## src/rtl/core/x86s_pkg.sv

```systemverilog
// Shared types, codes and helper functions for the x86 string instruction unit.
`default_nettype none

package x86s_pkg;

  // Input command codes
  localparam logic [1:0] CMD_START   = 2'd0;
  localparam logic [1:0] CMD_RD_DATA = 2'd1;
  localparam logic [1:0] CMD_WR_ACK  = 2'd2;

  // Operation codes
  localparam logic [2:0] OP_MOVS = 3'd0;
  localparam logic [2:0] OP_STOS = 3'd1;
  localparam logic [2:0] OP_CMPS = 3'd2;
  localparam logic [2:0] OP_LODS = 3'd3;
  localparam logic [2:0] OP_SCAS = 3'd4;

  // Access width codes
  localparam logic [1:0] WIDTH_BYTE  = 2'd0;
  localparam logic [1:0] WIDTH_WORD  = 2'd1;
  localparam logic [1:0] WIDTH_DWORD = 2'd2;
  localparam logic [1:0] WIDTH_BAD   = 2'd3;

  // Repeat prefix codes
  localparam logic [1:0] REP_NONE = 2'd0;
  localparam logic [1:0] REP_E    = 2'd1;
  localparam logic [1:0] REP_NE   = 2'd2;
  localparam logic [1:0] REP_BAD  = 2'd3;

  // Result kinds
  localparam logic [1:0] KIND_RD   = 2'd0;
  localparam logic [1:0] KIND_WR   = 2'd1;
  localparam logic [1:0] KIND_DONE = 2'd2;

  // Completion status
  localparam logic STATUS_OK        = 1'b0;
  localparam logic STATUS_BAD_WIDTH = 1'b1;

  // Flag bit positions in cmp_flags
  localparam int unsigned FLAG_ZF = 3;

  typedef enum logic [3:0] {
    PH_IDLE   = 4'b0001,
    PH_RD_SRC = 4'b0010,
    PH_RD_DST = 4'b0100,
    PH_WR_DST = 4'b1000
  } phase_e;

  typedef struct packed {
    logic [1:0]  cmd;
    logic [2:0]  op;
    logic [1:0]  width_code;
    logic [1:0]  rep_mode;
    logic        addr32;
    logic        direction;
    logic [15:0] src_segment;
    logic [15:0] dst_segment;
    logic [31:0] src_offset;
    logic [31:0] dst_offset;
    logic [15:0] count;
    logic [31:0] data;
  } in_item_t;

  typedef struct packed {
    logic [1:0]  kind;
    logic [32:0] address;
    logic [1:0]  size_code;
    logic [31:0] write_data;
    logic [31:0] final_src_offset;
    logic [31:0] final_dst_offset;
    logic [15:0] final_count;
    logic [31:0] acc_value;
    logic [5:0]  cmp_flags;
    logic        flags_valid;
    logic        status;
  } out_item_t;

  // Architectural state of the running instruction
  typedef struct packed {
    phase_e      phase;
    logic [2:0]  op;
    logic [1:0]  width;
    logic [1:0]  rep;
    logic        addr32;
    logic        direction;
    logic [15:0] src_base;
    logic [15:0] dst_base;
    logic [31:0] src_index;
    logic [31:0] dst_index;
    logic [15:0] remaining;
    logic [31:0] acc;
    logic [31:0] first_operand;
    logic [5:0]  flags;
    logic        flags_vld;
  } state_t;

  function automatic logic [31:0] wmask(input logic [1:0] w);
    logic [31:0] m;
    case (w)
      WIDTH_BYTE: m = 32'h0000_00FF;
      WIDTH_WORD: m = 32'h0000_FFFF;
      default:    m = 32'hFFFF_FFFF;
    endcase
    return m;
  endfunction

  // Advance an index by the element size; 16-bit mode wraps in the low half
  function automatic logic [31:0] step_index(input logic [31:0] idx, input logic [1:0] w,
                                             input logic a32, input logic dir);
    logic [3:0]  n;
    logic [31:0] nv;
    n  = 4'd1 << w;
    nv = dir ? (idx - 32'(n)) : (idx + 32'(n));
    return a32 ? nv : {idx[31:16], nv[15:0]};
  endfunction

  function automatic logic [32:0] lin_addr(input logic [15:0] seg, input logic [31:0] idx,
                                           input logic a32);
    logic [31:0] off;
    off = a32 ? idx : {16'h0000, idx[15:0]};
    return 33'({seg, 4'h0}) + 33'(off);
  endfunction

  // Subtract flags of a - b at the given width: CF PF AF ZF SF OF from bit 0
  function automatic logic [5:0] cmp_flags(input logic [31:0] a_in, input logic [31:0] b_in,
                                           input logic [1:0] w);
    logic [31:0] m;
    logic [31:0] a;
    logic [31:0] b;
    logic [31:0] r;
    logic [31:0] ov;
    logic [4:0]  top;
    logic [5:0]  f;
    m  = wmask(w);
    a  = a_in & m;
    b  = b_in & m;
    r  = (a - b) & m;
    ov = (a ^ b) & (a ^ r);
    case (w)
      WIDTH_BYTE: top = 5'd7;
      WIDTH_WORD: top = 5'd15;
      default:    top = 5'd31;
    endcase
    f[0] = (a < b);
    f[1] = ~(^r[7:0]);
    f[2] = a[4] ^ b[4] ^ r[4];
    f[3] = (r == 32'h0);
    f[4] = r[top];
    f[5] = ov[top];
    return f;
  endfunction

endpackage

`default_nettype wire

```

## src/rtl/core/x86s_step.sv

```systemverilog
// Next-state and result logic for one transaction of the string unit.
`default_nettype none

module x86s_step import x86s_pkg::*; (
  input  var state_t    state_i,
  input  var in_item_t  item_i,
  output state_t        state_o,
  output out_item_t     res_o
);

  state_t    st_d;
  out_item_t res;
  logic      emit_done;
  logic      done_bad;
  logic      finish;
  logic      issue_first;
  logic      more;
  phase_e    req_phase;

  always_comb begin
    st_d        = state_i;
    res         = '0;
    emit_done   = 1'b0;
    done_bad    = 1'b0;
    finish      = 1'b0;
    issue_first = 1'b0;
    more        = 1'b0;
    req_phase   = state_i.phase;

    if (item_i.cmd == CMD_START) begin
      st_d.op            = item_i.op;
      st_d.width         = item_i.width_code;
      st_d.rep           = (item_i.rep_mode == REP_BAD) ? REP_NONE : item_i.rep_mode;
      st_d.addr32        = item_i.addr32;
      st_d.direction     = item_i.direction;
      st_d.src_base      = item_i.src_segment;
      st_d.dst_base      = item_i.dst_segment;
      st_d.src_index     = item_i.src_offset;
      st_d.dst_index     = item_i.dst_offset;
      st_d.remaining     = item_i.count;
      st_d.acc           = item_i.data;
      st_d.first_operand = '0;
      st_d.flags         = '0;
      st_d.flags_vld     = 1'b0;
      if (item_i.width_code == WIDTH_BAD) begin
        emit_done = 1'b1;
        done_bad  = 1'b1;
      end else if (item_i.op > OP_SCAS) begin
        emit_done = 1'b1;
      end else if (st_d.rep != REP_NONE && item_i.count == 16'h0) begin
        emit_done = 1'b1;
      end else begin
        issue_first = 1'b1;
      end
    end else begin
      unique case (state_i.phase)
        PH_RD_SRC: begin
          if (item_i.cmd == CMD_RD_DATA) begin
            if (state_i.op == OP_MOVS) begin
              st_d.first_operand = item_i.data & wmask(state_i.width);
              req_phase          = PH_WR_DST;
            end else if (state_i.op == OP_CMPS) begin
              st_d.first_operand = item_i.data & wmask(state_i.width);
              req_phase          = PH_RD_DST;
            end else begin
              // lods: merge only the covered low bits
              st_d.acc = (state_i.acc & ~wmask(state_i.width)) |
                         (item_i.data & wmask(state_i.width));
              finish   = 1'b1;
            end
          end
        end
        PH_RD_DST: begin
          if (item_i.cmd == CMD_RD_DATA) begin
            st_d.flags     = cmp_flags((state_i.op == OP_CMPS) ? state_i.first_operand
                                                                : state_i.acc,
                                       item_i.data, state_i.width);
            st_d.flags_vld = 1'b1;
            finish         = 1'b1;
          end
        end
        PH_WR_DST: begin
          if (item_i.cmd == CMD_WR_ACK) begin
            finish = 1'b1;
          end
        end
        default: begin
          emit_done = 1'b1;
        end
      endcase
    end

    // End of one element: step indices, count down under a repeat prefix, test termination
    if (finish) begin
      if (st_d.op == OP_MOVS || st_d.op == OP_CMPS || st_d.op == OP_LODS) begin
        st_d.src_index = step_index(st_d.src_index, st_d.width, st_d.addr32, st_d.direction);
      end
      if (st_d.op != OP_LODS) begin
        st_d.dst_index = step_index(st_d.dst_index, st_d.width, st_d.addr32, st_d.direction);
      end
      if (st_d.rep != REP_NONE) begin
        st_d.remaining = st_d.remaining - 16'd1;
        more           = (st_d.remaining != 16'h0);
        if (st_d.op == OP_CMPS || st_d.op == OP_SCAS) begin
          if (st_d.rep == REP_E && !st_d.flags[FLAG_ZF]) more = 1'b0;
          if (st_d.rep == REP_NE && st_d.flags[FLAG_ZF]) more = 1'b0;
        end
      end
      if (more) issue_first = 1'b1;
      else      emit_done   = 1'b1;
    end

    if (issue_first) begin
      if (st_d.op == OP_STOS) begin
        st_d.first_operand = st_d.acc & wmask(st_d.width);
        req_phase          = PH_WR_DST;
      end else if (st_d.op == OP_SCAS) begin
        req_phase = PH_RD_DST;
      end else begin
        req_phase = PH_RD_SRC;
      end
    end

    if (emit_done) begin
      st_d.phase           = PH_IDLE;
      res.kind             = KIND_DONE;
      res.final_src_offset = st_d.src_index;
      res.final_dst_offset = st_d.dst_index;
      res.final_count      = st_d.remaining;
      res.acc_value        = st_d.acc;
      res.cmp_flags        = st_d.flags;
      res.flags_valid      = st_d.flags_vld;
      res.status           = done_bad ? STATUS_BAD_WIDTH : STATUS_OK;
    end else begin
      st_d.phase    = req_phase;
      res.size_code = st_d.width;
      if (req_phase == PH_RD_SRC) begin
        res.kind    = KIND_RD;
        res.address = lin_addr(st_d.src_base, st_d.src_index, st_d.addr32);
      end else if (req_phase == PH_RD_DST) begin
        res.kind    = KIND_RD;
        res.address = lin_addr(st_d.dst_base, st_d.dst_index, st_d.addr32);
      end else begin
        res.kind       = KIND_WR;
        res.address    = lin_addr(st_d.dst_base, st_d.dst_index, st_d.addr32);
        res.write_data = st_d.first_operand & wmask(st_d.width);
      end
    end
  end

  assign state_o = st_d;
  assign res_o   = res;

endmodule

`default_nettype wire

```

## src/rtl/core/x86_string_instruction_unit_top.sv

```systemverilog
// Top level of the x86 string instruction unit: input register, step logic, result register.
// A transaction goes from the input register through the step logic into the result register,
// and waits in the input register while the result register is stalled.
// Throughput: one transaction per cycle while the result channel does not stall, set by the
// single step stage that updates the instruction state from the input register.
// Reset (rst_ni low, asynchronous): both registers empty, phase idle, all instruction state zero.
`default_nettype none

module x86_string_instruction_unit_top import x86s_pkg::*; (
  input  var logic      clk_i,
  input  var logic      rst_ni,
  // input channel
  input  var logic      in_valid_i,
  output logic          in_stall_o,
  input  var in_item_t  in_item_i,
  // result channel
  output logic          out_valid_o,
  input  var logic      out_stall_i,
  output out_item_t     out_item_o
);

  // Input register: decouples the input from a stalled result register
  logic      in_vld_q;
  in_item_t  in_q;
  // Result register
  logic      out_vld_q;
  out_item_t out_q;
  // Instruction state
  state_t    state_q;
  state_t    state_d;
  out_item_t res;

  logic      advance;
  logic      in_take;

  // The held transaction moves on whenever the result register is free or draining
  assign advance    = in_vld_q & (~out_vld_q | ~out_stall_i);
  assign in_stall_o = in_vld_q & ~advance;
  assign in_take    = in_valid_i & ~in_stall_o;

  x86s_step u_step (
    .state_i (state_q),
    .item_i  (in_q),
    .state_o (state_d),
    .res_o   (res)
  );

  always_ff @(posedge clk_i or negedge rst_ni) begin
    if (!rst_ni) begin
      in_vld_q <= 1'b0;
    end else if (in_take) begin
      in_vld_q <= 1'b1;
    end else if (advance) begin
      in_vld_q <= 1'b0;
    end
  end

  always_ff @(posedge clk_i) begin
    if (in_take) begin
      in_q <= in_item_i;
    end
  end

  always_ff @(posedge clk_i or negedge rst_ni) begin
    if (!rst_ni) begin
      out_vld_q <= 1'b0;
    end else if (advance) begin
      out_vld_q <= 1'b1;
    end else if (!out_stall_i) begin
      out_vld_q <= 1'b0;
    end
  end

  always_ff @(posedge clk_i) begin
    if (advance) begin
      out_q <= res;
    end
  end

  // State commits only when its transaction's result is written
  always_ff @(posedge clk_i or negedge rst_ni) begin
    if (!rst_ni) begin
      state_q <= '{phase: PH_IDLE, default: '0};
    end else if (advance) begin
      state_q <= state_d;
    end
  end

  assign out_valid_o = out_vld_q;
  assign out_item_o  = out_q;

endmodule

`default_nettype wire
```

## config.mk

```make
export PLATFORM = sky130hd
export DESIGN_NAME = x86_string_instruction_unit_top
export DESIGN_NICKNAME = d
export VERILOG_FILES = /design/src/rtl/core/x86s_pkg.sv /design/src/rtl/core/x86s_step.sv /design/src/rtl/core/x86_string_instruction_unit_top.sv
export SDC_FILE = /design/constraint.sdc
export NUM_CORES = 1
export LEC_CHECK = 0
export BUFFER_PORTS_ARGS = -buffer_cell sky130_fd_sc_hd__buf_2
export CORE_MARGIN = 2
export CORE_UTILIZATION = 40
export DETAILED_ROUTE_END_ITERATION = 16
export HOLD_SLACK_MARGIN = 0.06
export SKIP_CTS_REPAIR_TIMING = 1
export SKIP_LAST_GASP = 1
export SYNTH_ARGS = -nofsm -noshare
export SYNTH_HDL_FRONTEND = slang
export SYNTH_SLANG_ARGS = --single-unit
```

## constraint.sdc

```tcl
create_clock -name clk_i -period 12.2 [get_ports clk_i]
set_input_delay 1.22 -clock clk_i [delete_from_list [all_inputs] [get_ports clk_i]]
set_output_delay 1.22 -clock clk_i [all_outputs]
set_load 0.05 [all_outputs]
```

==> results.yml <==
critical_path:
  worst_path_largest_cell_delay_ps: 830
  endpoint_kind: "register"
  critPathArrivalTime_ps: 9350
  r2r_setup_slack_ps: 3320
  start_kind: "register"
  crit_slowest_cell: "a2111oi_0"
  path_common_cell: "o21ai_0"
  worst-path-max-fanout: 33
  worstReg2RegStart: "in_q[153]"
  crit_path_end: "out_item_o[183]"
  required_ps: 12670
  rr_worst_depth: 28
  worstSetupStartpoint: "in_q[153]"
  path_class: "reg -> reg"
  r2r-end: "out_item_o[183]"
cells_and_area:
  final_area_um2: 36870
  drive_gt1_frac: 0.1437
  syn_to_final_growth_pct: 15.40
  design.final.nets: 3970
floorplan:
  io_pins: 350
  initial_core_util: 0.4044
  die_h_um: 286.6
  dieArea_um2: 82140
  die_x_um: 286.6
  fp-row-count: 103
  core_area_um2: 79000
route:
  viasPerCell: 5.703
  drt_pass1_iterations: 6
  wl_per_cell_um: 21.67
  drt_iter0_markers: 2539
  dr_total_vias: 27230
  drt-total-wl_um: 103400
  antenna_left: 0
  post-route-drc-count: 0
logic_synthesis:
  synth_edf_count: 344
  synth.distinct_cells: 89
  synthesis.area_um2: 31950
  seq_area_frac_synth: 0.4785
  ys.flop_type: "edfxtp_1"
  async_reset_ff_frac: 0.3653
  yosys_warnings: 0
  syn_inst: 3410
  syn_area_per_cell_um2: 9.369
  synth_seq_cells: 542
  synth_fp_nets: 3708
grt:
  grt_use_total: 0.2452
  grt_overflow: 0
  grt_pass1_wl_um: 156300
  grt_max_degree: 170
  grt_pass1_vias: 25380
  antenna_found_initial: 2
power_and_ir_drop:
  power.density_nw_per_um2: 222.2
  leakagePower_nw: 15.69
  vdd_drop_max_uv: 129.2
clock_tree:
  htree_num_levels: 2
  clock_path_buffers: 3
  cts_sinks: 542
  insertion_delay_ps: 640
  path_clk_slew_ps: 60
  root_buffer: "clkbuf_16"
  numCtsBuffers: 60
  cts_tree: "yes"
job:
  cap_violations: 0
placement:
  io_buffers: 349
  place_congestion: 0.9408
  place_area_um2: 34690
  hpwl_um: 73280
outcome:
  status: "completed"
sta:
  tightest_slew_ps: 1211
  relSlewSlack: 0.1924
  final_hold_viol_count: 0
  fin_skew_ps: 29.91
  period_share: 0.7277
  setup_viol: 0
  fmax_ghz: 0.1126
  holdWs_ps: 475.1
  rsz0062_at_grt: "false"
  drv_slew: 0
  totalNegativeSetupSlack_ps: 0
  post-route-min-period_ps: 8878
min_path:
  min_path_type: "reg -> reg"
-- critical path: cells and delay by family, from the launching register on --
kind            cells  cell delay [ps]
flops               1              670
xor+xnor            2              390
mux                 1              690
fa+ha+maj           2              750
buf+inv             2              580
simple gates        7             1560
compound gates     14             4080
-- cell usage after synthesis, types with 29 or more instances --
| master | count | area share |
|---|---|---|
| a211oi_1 | 53 | 0.012 |
| a21o_1 | 66 | 0.016 |
| a21oi_1 | 203 | 0.032 |
| a31oi_1 | 59 | 0.012 |
| and3_1 | 29 | 0.0057 |
| clkbuf_1 | 153 | 0.018 |
| dfrtp_1 | 197 | 0.15 |
| edfxtp_1 | 344 | 0.32 |
| ha_1 | 134 | 0.052 |
| inv_1 | 99 | 0.012 |
| mux2i_1 | 105 | 0.033 |
| nand2_1 | 600 | 0.070 |
| nand2b_1 | 39 | 0.0076 |
| nand3_1 | 77 | 0.012 |
| nor2_1 | 327 | 0.038 |
| nor3_1 | 64 | 0.010 |
| o21a_1 | 29 | 0.0068 |
| o21ai_0 | 275 | 0.043 |
| xnor2_1 | 79 | 0.022 |
| xor2_1 | 56 | 0.015 |
-- stage by stage --
step	cells	util	power, mW	worst slack [ps]
floorplan	3410	-	5.190	4178
global placement	4659	0.4391	6.143	3627
detailed placement	4659	0.4391	6.147	3558
CTS	4771	0.4664	8.199	3540
global route	4772	0.4666	8.671	2477
finish	4774	0.4667	8.191	3322
-- layout make-up --
class | count | area (um^2)
Clock inverter | 38 | 576.8
Tap cell | 1050 | 1314
Multi-Input combinational cell | 2578 | 15640
Inverter | 103 | 394.1
Fill cell | 7589 | 42130
Clock buffer | 74 | 1585
Timing Repair Buffer | 387 | 2069
Antenna cell | 2 | 5.005
Sequential cell | 542 | 15290
-- logic make-up after synthesis --
| kind of cell | count (synthesis) | share of synthesized area |
|---|---|---|
| xor+xnor | 135 | 0.03701 |
| fa+ha+maj | 139 | 0.05561 |
| compound gates | 916 | 0.1840 |
| flops | 542 | 0.4785 |
| simple gates | 1277 | 0.1749 |
| buf+inv | 290 | 0.03501 |
| mux | 111 | 0.03501 |
-- metal layers --
layer	global-route usage	up-vias	routed length (um)
li1	-	12880	-
met1	0.3609	13300	48130
met2	0.3807	916	46340
met3	0.02901	127	6201
met4	0.06741	0	2767
met5	0	-	0
-- where the power goes --
group	switching (mW)	internal, mW
clock network	0.791	1.22
registers	0.182	2.31
logic	2.44	1.24
total	3.42	4.77
-- sequential cells by signal, summed over array words and instances (netlist names) --
signal,count
out_valid_o,1
out_item_o,189
in_q,155
in_vld_q,1
state_q,196
-- placed cells by master (no fill, tap or decap), types with 29 or more instances in the layout --
master and instances:
dfrtp_1 197, nor2_1 326, a211oi_1 53, o21ai_0 275
clkbuf_16 61, ha_1 134, nor3_1 63, nand3_1 76
a31oi_1 59, mux2i_1 103, and3_1 29, nand2b_1 39
inv_1 99, buf_2 348, xor2_1 56, o21a_1 29
xnor2_1 79, a21o_1 66, edfxtp_1 344, a21oi_1 201
nand2_1 598, buf_4 35
-- worst min-delay path by stage --
stage                     cells past startpoint      endpoint  slack, ps    startpoint
after detailed placement                      2    state_q[4]        460    state_q[4]
after floorplan                               2    state_q[4]        440    state_q[4]
final                                         2  state_q[142]        480  state_q[142]
after CTS                                     2    state_q[4]        470    state_q[4]
after global routing                          2  state_q[122]        500  state_q[122]
after global placement                        2    state_q[4]        450    state_q[4]
No activity file was read; power rests on OpenSTA's default activity.
